[src/sv/sapq_pkg.sv]
// ----------------------------------------------------------------------------
// sapq_pkg
// Shared types and codes for the sorted array priority queue: request kinds,
// result status codes, sequencer states and the compare unit's result.
// ----------------------------------------------------------------------------
package sapq_pkg;

    // Request kinds carried on the input tuser
    typedef enum logic [2:0] {
        REQ_PUSH  = 3'd0,
        REQ_POP   = 3'd1,
        REQ_TOP   = 3'd2,
        REQ_FIND  = 3'd3,
        REQ_READ  = 3'd4,
        REQ_CLEAR = 3'd5
    } req_t;

    // Result status carried on the output tuser
    typedef enum logic [2:0] {
        ST_OK       = 3'd0,
        ST_EMPTY    = 3'd1,
        ST_FULL     = 3'd2,
        ST_RANGE    = 3'd3,
        ST_NOTFOUND = 3'd4
    } status_t;

    // Sequencer states
    typedef enum logic [3:0] {
        S_IDLE,
        S_SCAN_ADDR,
        S_SCAN_CMP,
        S_SHIFT_ADDR,
        S_SHIFT_WR,
        S_PLACE,
        S_POP_ADDR,
        S_POP_WR,
        S_READ_WAIT,
        S_FINISH
    } state_t;

    // Compare unit result
    typedef struct packed {
        logic outranks;   // a stands strictly closer to the head than b
        logic equal;      // a equals b
    } cmp_res_t;

    localparam int VALUE_W  = 32;
    localparam int INDEX_W  = 5;
    localparam int COUNT_W  = 6;
    localparam int IN_DATA_W  = 40;
    localparam int OUT_DATA_W = 48;

endpackage

[src/sv/sapq_cmp.sv]
// ----------------------------------------------------------------------------
// sapq_cmp
// Shared compare unit: ranks a new value against one stored entry under the
// current order and checks the two for equality.
// ----------------------------------------------------------------------------
module sapq_cmp
(
    input  logic                                 order_select,
    input  logic signed [sapq_pkg::VALUE_W-1:0]  a,
    input  logic signed [sapq_pkg::VALUE_W-1:0]  b,
    output sapq_pkg::cmp_res_t                   res
);

    // Rank: largest first when order_select is low, smallest first otherwise
    always_comb
    begin
        res.equal    = (a == b);
        res.outranks = order_select ? (a < b) : (a > b);
    end

endmodule

[src/sv/sorted_array_priority_queue_unit.sv]
// ----------------------------------------------------------------------------
// sorted_array_priority_queue_unit
// Priority queue held as a sorted array of signed 32-bit values in one
// single-port-read / single-port-write memory, worked by a small sequencer
// around one shared compare unit.
// ----------------------------------------------------------------------------
//
//  channel    | direction | payload
//  -----------+-----------+-------------------------------------------------
//  s_t*       | in        | tuser: req_type; tdata: value, index
//  m_t*       | out       | tuser: status; tdata: data, found_index, count,
//             |           | is_empty
//  cfg_*      | in        | order_select, written when cfg_we is high
//
//  Top and read make one memory read, clear and refused requests none; push
//  scans from the head for its slot, shifts entries from the tail down to it
//  and writes the value; pop moves each later entry one slot toward the head;
//  find scans to a hit or the tail. With one read port and one compare unit,
//  each entry visited takes a memory read and then a compare or a write.
//  Reset clears the count, the order bit and all handshake state; the entry
//  memory is not cleared. s_tready is high only while the sequencer is idle;
//  a finished result waits in the output register while m_tready is low.
// ----------------------------------------------------------------------------
module sorted_array_priority_queue_unit
#(
    parameter int CAPACITY = 32
)
(
    input  logic        clk,
    input  logic        rst_n,

    input  logic        s_tvalid,
    output logic        s_tready,
    input  logic [sapq_pkg::IN_DATA_W-1:0]  s_tdata,   // [31:0] value, [36:32] index,
                                                       // [39:37] zero
    input  logic [2:0]  s_tuser,   // [2:0] req_type

    output logic        m_tvalid,
    input  logic        m_tready,
    output logic [sapq_pkg::OUT_DATA_W-1:0] m_tdata,   // [31:0] data, [36:32] found_index,
                                                       // [42:37] count, [43] is_empty,
                                                       // [47:44] zero
    output logic [2:0]  m_tuser,   // [2:0] status

    input  logic        cfg_we,
    input  logic        cfg_wdata
);

    localparam int AW = $clog2(CAPACITY);
    localparam int IW = $clog2(CAPACITY + 1);
    localparam int XW = (IW > sapq_pkg::INDEX_W) ? IW : sapq_pkg::INDEX_W;
    localparam logic [IW-1:0] CAP_C = IW'(CAPACITY);
    localparam logic [IW-1:0] ONE_C = IW'(1);

    // Sequencer and request registers
    sapq_pkg::state_t                        state_reg, state_next;
    sapq_pkg::req_t                          req_reg, req_next;
    logic signed [sapq_pkg::VALUE_W-1:0]     val_reg, val_next;
    logic [IW-1:0]                           i_reg, i_next;
    logic [IW-1:0]                           pos_reg, pos_next;
    logic [IW-1:0]                           count_reg, count_next;
    logic                                    order_reg;

    // Result being built
    sapq_pkg::status_t                       res_status_reg, res_status_next;
    logic signed [sapq_pkg::VALUE_W-1:0]     res_data_reg, res_data_next;
    logic [sapq_pkg::INDEX_W-1:0]            res_fidx_reg, res_fidx_next;

    // Output register
    logic                                    m_tvalid_reg, m_tvalid_next;
    sapq_pkg::status_t                       out_status_reg;
    logic signed [sapq_pkg::VALUE_W-1:0]     out_data_reg;
    logic [sapq_pkg::INDEX_W-1:0]            out_fidx_reg;
    logic [sapq_pkg::COUNT_W-1:0]            out_count_reg;
    logic                                    out_empty_reg;

    // Entry memory
    logic signed [sapq_pkg::VALUE_W-1:0]     mem [CAPACITY];
    logic signed [sapq_pkg::VALUE_W-1:0]     rd_data_reg;
    logic [AW-1:0]                           mem_raddr;
    logic [AW-1:0]                           mem_waddr;
    logic signed [sapq_pkg::VALUE_W-1:0]     mem_wdata;
    logic                                    mem_we;

    // Input fields
    sapq_pkg::req_t                          in_req;
    logic signed [sapq_pkg::VALUE_W-1:0]     in_value;
    logic [sapq_pkg::INDEX_W-1:0]            in_index;

    // Conditions
    logic                                    accept;
    logic                                    out_free;
    logic                                    cnt_zero;
    logic                                    cnt_full;
    logic                                    idx_bad;
    logic                                    i_at_count;
    logic                                    i_last;
    logic                                    i_at_pos;
    logic                                    hit;
    sapq_pkg::cmp_res_t                      cmp_res;

    assign in_req   = sapq_pkg::req_t'(s_tuser);
    assign in_value = s_tdata[31:0];
    assign in_index = s_tdata[36:32];

    assign s_tready   = (state_reg == sapq_pkg::S_IDLE);
    assign accept     = s_tvalid && s_tready;
    assign out_free   = !m_tvalid_reg || m_tready;
    assign cnt_zero   = (count_reg == '0);
    assign cnt_full   = (count_reg == CAP_C);
    assign idx_bad    = (XW'(in_index) >= XW'(count_reg));
    assign i_at_count = (i_reg == count_reg);
    assign i_last     = ((i_reg + ONE_C) == count_reg);
    assign i_at_pos   = (i_reg == pos_reg);

    // Shared compare unit: new value against the entry just read
    sapq_cmp u_cmp
    (
        .order_select (order_reg),
        .a            (val_reg),
        .b            (rd_data_reg),
        .res          (cmp_res)
    );

    assign hit = (req_reg == sapq_pkg::REQ_PUSH) ? cmp_res.outranks : cmp_res.equal;

    // Next state
    always_comb
    begin
        state_next = state_reg;
        unique case (state_reg)
            sapq_pkg::S_IDLE:
            begin
                if (accept)
                begin
                    case (in_req)
                        sapq_pkg::REQ_PUSH:
                            state_next = cnt_full ? sapq_pkg::S_FINISH : sapq_pkg::S_SCAN_ADDR;
                        sapq_pkg::REQ_POP:
                            state_next = cnt_zero ? sapq_pkg::S_FINISH : sapq_pkg::S_POP_ADDR;
                        sapq_pkg::REQ_TOP:
                            state_next = cnt_zero ? sapq_pkg::S_FINISH : sapq_pkg::S_READ_WAIT;
                        sapq_pkg::REQ_FIND:
                            state_next = sapq_pkg::S_SCAN_ADDR;
                        sapq_pkg::REQ_READ:
                            state_next = idx_bad ? sapq_pkg::S_FINISH : sapq_pkg::S_READ_WAIT;
                        default:
                            state_next = sapq_pkg::S_FINISH;
                    endcase
                end
            end
            sapq_pkg::S_SCAN_ADDR:
            begin
                if (!i_at_count)
                    state_next = sapq_pkg::S_SCAN_CMP;
                else if (req_reg == sapq_pkg::REQ_PUSH)
                    state_next = sapq_pkg::S_SHIFT_ADDR;
                else
                    state_next = sapq_pkg::S_FINISH;
            end
            sapq_pkg::S_SCAN_CMP:
            begin
                if (!hit)
                    state_next = sapq_pkg::S_SCAN_ADDR;
                else if (req_reg == sapq_pkg::REQ_PUSH)
                    state_next = sapq_pkg::S_SHIFT_ADDR;
                else
                    state_next = sapq_pkg::S_FINISH;
            end
            sapq_pkg::S_SHIFT_ADDR:
                state_next = i_at_pos ? sapq_pkg::S_PLACE : sapq_pkg::S_SHIFT_WR;
            sapq_pkg::S_SHIFT_WR:
                state_next = sapq_pkg::S_SHIFT_ADDR;
            sapq_pkg::S_PLACE:
                state_next = sapq_pkg::S_FINISH;
            sapq_pkg::S_POP_ADDR:
                state_next = i_last ? sapq_pkg::S_FINISH : sapq_pkg::S_POP_WR;
            sapq_pkg::S_POP_WR:
                state_next = sapq_pkg::S_POP_ADDR;
            sapq_pkg::S_READ_WAIT:
                state_next = sapq_pkg::S_FINISH;
            sapq_pkg::S_FINISH:
                state_next = out_free ? sapq_pkg::S_IDLE : sapq_pkg::S_FINISH;
            default:
                state_next = sapq_pkg::S_IDLE;
        endcase
    end

    // Datapath controls and register updates
    always_comb
    begin
        req_next        = req_reg;
        val_next        = val_reg;
        i_next          = i_reg;
        pos_next        = pos_reg;
        count_next      = count_reg;
        res_status_next = res_status_reg;
        res_data_next   = res_data_reg;
        res_fidx_next   = res_fidx_reg;
        m_tvalid_next   = m_tvalid_reg && !m_tready;
        mem_raddr       = AW'(i_reg);
        mem_waddr       = AW'(i_reg);
        mem_wdata       = rd_data_reg;
        mem_we          = 1'b0;
        unique case (state_reg)
            sapq_pkg::S_IDLE:
            begin
                if (accept)
                begin
                    req_next        = in_req;
                    val_next        = in_value;
                    i_next          = '0;
                    res_status_next = sapq_pkg::ST_OK;
                    res_data_next   = '0;
                    res_fidx_next   = '0;
                    case (in_req)
                        sapq_pkg::REQ_PUSH:
                            if (cnt_full)
                                res_status_next = sapq_pkg::ST_FULL;
                        sapq_pkg::REQ_POP:
                            if (cnt_zero)
                                res_status_next = sapq_pkg::ST_EMPTY;
                        sapq_pkg::REQ_TOP:
                        begin
                            mem_raddr = '0;
                            if (cnt_zero)
                                res_status_next = sapq_pkg::ST_EMPTY;
                        end
                        sapq_pkg::REQ_READ:
                        begin
                            mem_raddr = AW'(XW'(in_index));
                            if (idx_bad)
                                res_status_next = sapq_pkg::ST_RANGE;
                        end
                        sapq_pkg::REQ_CLEAR:
                            count_next = '0;
                        default:
                        begin
                        end
                    endcase
                end
            end
            sapq_pkg::S_SCAN_ADDR:
            begin
                // Read entry i, or finish the scan at the tail
                if (i_at_count)
                begin
                    if (req_reg == sapq_pkg::REQ_PUSH)
                        pos_next = count_reg;
                    else
                        res_status_next = sapq_pkg::ST_NOTFOUND;
                end
            end
            sapq_pkg::S_SCAN_CMP:
            begin
                if (!hit)
                    i_next = i_reg + ONE_C;
                else if (req_reg == sapq_pkg::REQ_PUSH)
                begin
                    // Insert here: shift from the tail down to this slot
                    pos_next = i_reg;
                    i_next   = count_reg;
                end
                else
                    res_fidx_next = sapq_pkg::INDEX_W'(i_reg);
            end
            sapq_pkg::S_SHIFT_ADDR:
                mem_raddr = AW'(i_reg - ONE_C);
            sapq_pkg::S_SHIFT_WR:
            begin
                mem_we    = 1'b1;
                mem_waddr = AW'(i_reg);
                i_next    = i_reg - ONE_C;
            end
            sapq_pkg::S_PLACE:
            begin
                mem_we     = 1'b1;
                mem_waddr  = AW'(pos_reg);
                mem_wdata  = val_reg;
                count_next = count_reg + ONE_C;
            end
            sapq_pkg::S_POP_ADDR:
            begin
                mem_raddr = AW'(i_reg + ONE_C);
                if (i_last)
                    count_next = count_reg - ONE_C;
            end
            sapq_pkg::S_POP_WR:
            begin
                mem_we    = 1'b1;
                mem_waddr = AW'(i_reg);
                i_next    = i_reg + ONE_C;
            end
            sapq_pkg::S_READ_WAIT:
                res_data_next = rd_data_reg;
            sapq_pkg::S_FINISH:
            begin
                if (out_free)
                    m_tvalid_next = 1'b1;
            end
            default:
            begin
            end
        endcase
    end

    // Control registers
    always_ff @(posedge clk or negedge rst_n)
    begin
        if (!rst_n)
        begin
            state_reg    <= sapq_pkg::S_IDLE;
            count_reg    <= '0;
            order_reg    <= 1'b0;
            m_tvalid_reg <= 1'b0;
        end
        else
        begin
            state_reg    <= state_next;
            count_reg    <= count_next;
            m_tvalid_reg <= m_tvalid_next;
            if (cfg_we)
                order_reg <= cfg_wdata;
        end
    end

    // Payload registers
    always_ff @(posedge clk)
    begin
        req_reg        <= req_next;
        val_reg        <= val_next;
        i_reg          <= i_next;
        pos_reg        <= pos_next;
        res_status_reg <= res_status_next;
        res_data_reg   <= res_data_next;
        res_fidx_reg   <= res_fidx_next;
        if (state_reg == sapq_pkg::S_FINISH && out_free)
        begin
            out_status_reg <= res_status_reg;
            out_data_reg   <= res_data_reg;
            out_fidx_reg   <= res_fidx_reg;
            out_count_reg  <= sapq_pkg::COUNT_W'(count_reg);
            out_empty_reg  <= cnt_zero;
        end
    end

    // Entry memory: one write and one registered read per cycle
    always_ff @(posedge clk)
    begin
        if (mem_we)
            mem[mem_waddr] <= mem_wdata;
        rd_data_reg <= mem[mem_raddr];
    end

    assign m_tvalid = m_tvalid_reg;
    assign m_tuser  = out_status_reg;
    assign m_tdata  = {4'b0000, out_empty_reg, out_count_reg, out_fidx_reg, out_data_reg};

`ifndef SYNTHESIS
    // Count never passes capacity
    a_count_cap: assert property (@(posedge clk) disable iff (!rst_n)
        count_reg <= CAP_C)
        else $error("entry count above capacity");

    // Count moves by one, or drops to zero on clear
    a_count_step: assert property (@(posedge clk) disable iff (!rst_n)
        (count_reg != $past(count_reg)) |->
            (count_reg == $past(count_reg) + ONE_C ||
             count_reg == $past(count_reg) - ONE_C ||
             count_reg == '0))
        else $error("entry count jumped");

    // Memory writes only from the write states, inside the array
    a_write_state: assert property (@(posedge clk) disable iff (!rst_n)
        mem_we |-> ((state_reg == sapq_pkg::S_SHIFT_WR ||
                     state_reg == sapq_pkg::S_PLACE ||
                     state_reg == sapq_pkg::S_POP_WR) &&
                    (IW'(mem_waddr) < CAP_C)))
        else $error("stray memory write");

    // A finished result reaches the output register
    a_result_out: assert property (@(posedge clk) disable iff (!rst_n)
        (state_reg == sapq_pkg::S_FINISH && out_free) |=> m_tvalid)
        else $error("result lost");
`endif

endmodule
[config.mk]
export PLATFORM = sky130hd
export DESIGN_NAME = sorted_array_priority_queue_unit
export DESIGN_NICKNAME = d
export VERILOG_FILES = /design/src/sv/sapq_pkg.sv /design/src/sv/sapq_cmp.sv /design/src/sv/sorted_array_priority_queue_unit.sv
export SDC_FILE = /design/constraint.sdc
export NUM_CORES = 1
export LEC_CHECK = 0
export ABC_AREA = 1
export BUFFER_PORTS_ARGS = -buffer_cell sky130_fd_sc_hd__buf_4
export CORE_ASPECT_RATIO = 0.9
export CORE_UTILIZATION = 35
export CTS_BUF_LIST = sky130_fd_sc_hd__clkbuf_4 sky130_fd_sc_hd__clkbuf_8
export CTS_CLUSTER_SIZE = 25
export DETAILED_ROUTE_END_ITERATION = 16
export GPL_TIMING_DRIVEN = 0
export PLACE_DENSITY = 0.52
export SLEW_MARGIN = 20
export SYNTH_ARGS = -nofsm -noshare
export SYNTH_HDL_FRONTEND = slang
export SYNTH_SLANG_ARGS = --single-unit
export TNS_END_PERCENT = 100
[constraint.sdc]
create_clock -name clk -period 5 [get_ports clk]
set_input_delay 0.25 -clock clk [delete_from_list [all_inputs] [get_ports clk]]
set_output_delay 0.25 -clock clk [all_outputs]
set_load 0.1 [all_outputs]
==> summary.md <==
| Metric | Value |
|---|---|
| Syn avg cell area | 11.3 µm² |
| Max-slew violations | 0 |
| WHS Endpoint | val_reg[2] |
| Reg clk slew, reported paths | 0.07 ns |
| Flop2flop setup slack | 0.57 ns |
| Status | completed |
| Crit end category | register |
| Final hold violation count | 0 |
| Routed wire per std cell | 24.4 µm |
| Ratio of cells with drive above 1 in the final layout | 15.1% |
| Worst Path Required | 5.85 ns |
| Core area | 144000 µm² |
| Synth Cell Area | 50600 µm² |
| Slowest stage cell on the critical path | buf_2 |
| Worst Tran Pin Value | 1.20 ns |
| Min-delay src | s_tdata[2] |
| RSZ-0062 raised after global routing | false |
| GRT Total Usage | 22.8% |
| CTS Buffer Depth | 3 |
| RR Startpoint | i_reg[0] |
| Min-Delay Path Depth | 2 |
| Post-synth top cells | nand2_1, nand3_1, edfxtp_1, buf_2, nor2_1 |
| Post-CTS Hold Buffers | 66 |
| Yosys warns | 0 |
| CTS Sinks | 1202 |
| Die Y | 363 µm |
| Flip-flop count of the largest register after layout | 1024 |
| Fin crit share | 88.6% |
| Crit path cell chain | buf_2 > inv_1 > ha_1 > nand2_1 > o21ai_1 > a21oi_4 > buf_2 > clkbuf_1 > nand3_1 > nand3_1 > nand2_1 > nand2_1 > nand3_1 > nand2_1 > nand2_1 > nand2_1 |
| Worst-Skew Late Latency | 0.94 ns |
| Initial antenna violation count | 11 |
| CP arrival | 5.28 ns |
| 1st-pass router iterations | 6 |
| Final ANT Viol Nets | 0 |
| Fmax | 226 MHz |
| Clk root buf | clkbuf_8 |
| Synth area leaders | edfxtp_1, nand3_1, nand2_1 |
| Via density | 5.30 |
| Most used cell, CP | nand2_1 |
| Finished Cell Area | 60300 µm² |
| Starting Density | 35.2% |
| Min cycle time layout | 4.43 ns |
| Area leader, netlist | edfxtp_1 |
| Fillcell total | 13600 |
| TritonCTS clock tree | yes |
| HPWL Detailed | 118000 µm |
| Gate Count Post-Synth | 4478 |
| Fin Setup TNS | 0 ns |
| Worst setup path class | register to register |
| Crit-path max FO | 10 |
| GP Congestion | 0.907 |
| Critical R2R Capture | rd_data_reg[19] |
| Area growth, synth to finish | 19.1% |
| CTS buffer count | 190 |
| Post-synth cell types | 45 |
| Final wirelength | 169000 µm |
| CTS HTree Levels | 4 |
| Number of global-route vias before repair | 34500 |
| Post-CTS setup buffer count | 0 |
| R2R cell count | 16 |
| Total gr overflow | 0 |
| Slew headroom | 20.0% |
| I/O pins | 102 |
| Asr flop ratio synth | 0.998% |
| Layout Nets | 4993 |
| CP Launch Type | register |
| CP peak stage delay | 0.75 ns |
| Post-CTS Resized | 0 |
| Largest net degree at the start of global routing | 33 |
| First-pass GRT wire length | 240000 µm |
| Number of flops mapped to enable cells by yosys | 1158 |
| Share of the synthesized area in the top cell type | 68.7% |
| Biggest register | mem |
| Setup violations, final | 0 |
| Die footprint | 146000 µm² |
| Die W | 403 µm |
| Final Skew | 0.0458 ns |
| Vias | 36800 |
| #FFs+latches synth | 1202 |
| Register area share after synthesis | 70.5% |
| Max cap viols | 0 |
| Most common cell in the netlist | nand2_1 |
| Remaining DRCs | 0 |
| # rows | 132 |
| DR iter-0 viols | 4275 |
| Hold Crit Class | primary input to register |
| DP Area | 55900 µm² |
| Port Buf Inserts | 94 |
| Post-synth top flop | edfxtp_1 |
routing by layer:
layer / wire [µm] / track usage, %
met4: 5340 / 8.37
met5: 9 / 0
met3: 13600 / 3.99
met2: 75900 / 34.9
met1: 74600 / 32.4
how the worst max path moves through the flow:
stage | start | to | cells after the start
after detailed placement | i_reg[0] | rd_data_reg[19] | 16
after floorplan | m_tvalid | m_tuser[0] | 1
after global placement | state_reg[3] | mem[15][12] | 6
after CTS | state_reg[3] | mem[0][26] | 9
after global routing | state_reg[3] | mem[4][25] | 9
final | i_reg[0] | rd_data_reg[19] | 16
critical path, delay by kind of cell (launching register included):
kind | cells | cell delay [ns]
adder cells (fa/ha/maj) | 1 | 0.40
flip-flops | 1 | 0.35
AO/OA/AOI/OAI | 2 | 0.68
buffers and inverters | 4 | 1.61
AND/OR/NAND/NOR | 9 | 1.29
per-stage QoR:
step,util [%],std cells,hold WS (ns),worst slack [ns]
final,42.0,6940,0.0890,0.572
after global routing,42.0,6935,0.0513,0.496
after detailed placement,38.9,6518,0.113,0.713
after CTS,42.0,6934,0.00206,0.721
after global placement,37.4,6451,0.111,-1.41
after floorplan,-,4481,-0.0456,1.36
kinds of logic after synthesis:
kind of cell	Yosys count	synth area share, %
compound gates	113	1.28
flops	1202	70.5
other cells	1	0.00741
simple gates	2678	23.0
buf+inv	414	3.62
fa+ha+maj	44	1.10
xor+xnor	26	0.450
area by class of cell:
class                           count  area (µm²)  area share (%)
Antenna cell                        6        15.0          0.0249
Buffer                            295        1390            2.30
Clock buffer                      265        3220            5.34
Clock inverter                     85         498           0.826
Inverter                          119         447           0.741
Multi-Input combinational cell   2865       13700            22.8
Sequential cell                  1202       35700            59.2
Tap cell                         1876        2350            3.89
Timing Repair Buffer              227        2950            4.90
cell usage in the layout (no fill, tap or decap), drive strengths merged, types with 2 or more instances in the layout:
cell type / count
nand2: 1330
nand3: 1203
edfxtp: 1158
buf: 384
clkbuf: 337
inv: 125
nor2: 119
clkinv: 72
dlygate4sd3: 66
o21ai: 66
ha: 43
dfxtp: 32
a21oi: 25
xor2: 23
nor3: 14
dfrtp: 12
nand4: 7
diode: 6
o21bai: 5
clkinvlp: 5
conb: 4
a21o: 3
xnor2: 3
o21a: 2
o22ai: 2
nor4: 2
o211ai: 2
nor3b: 2
a211oi: 2
bufinv: 2
Power is left out: the tool's default activity adds up to more than one toggle a clock period on the data nets, which glitch-free logic cannot reach.
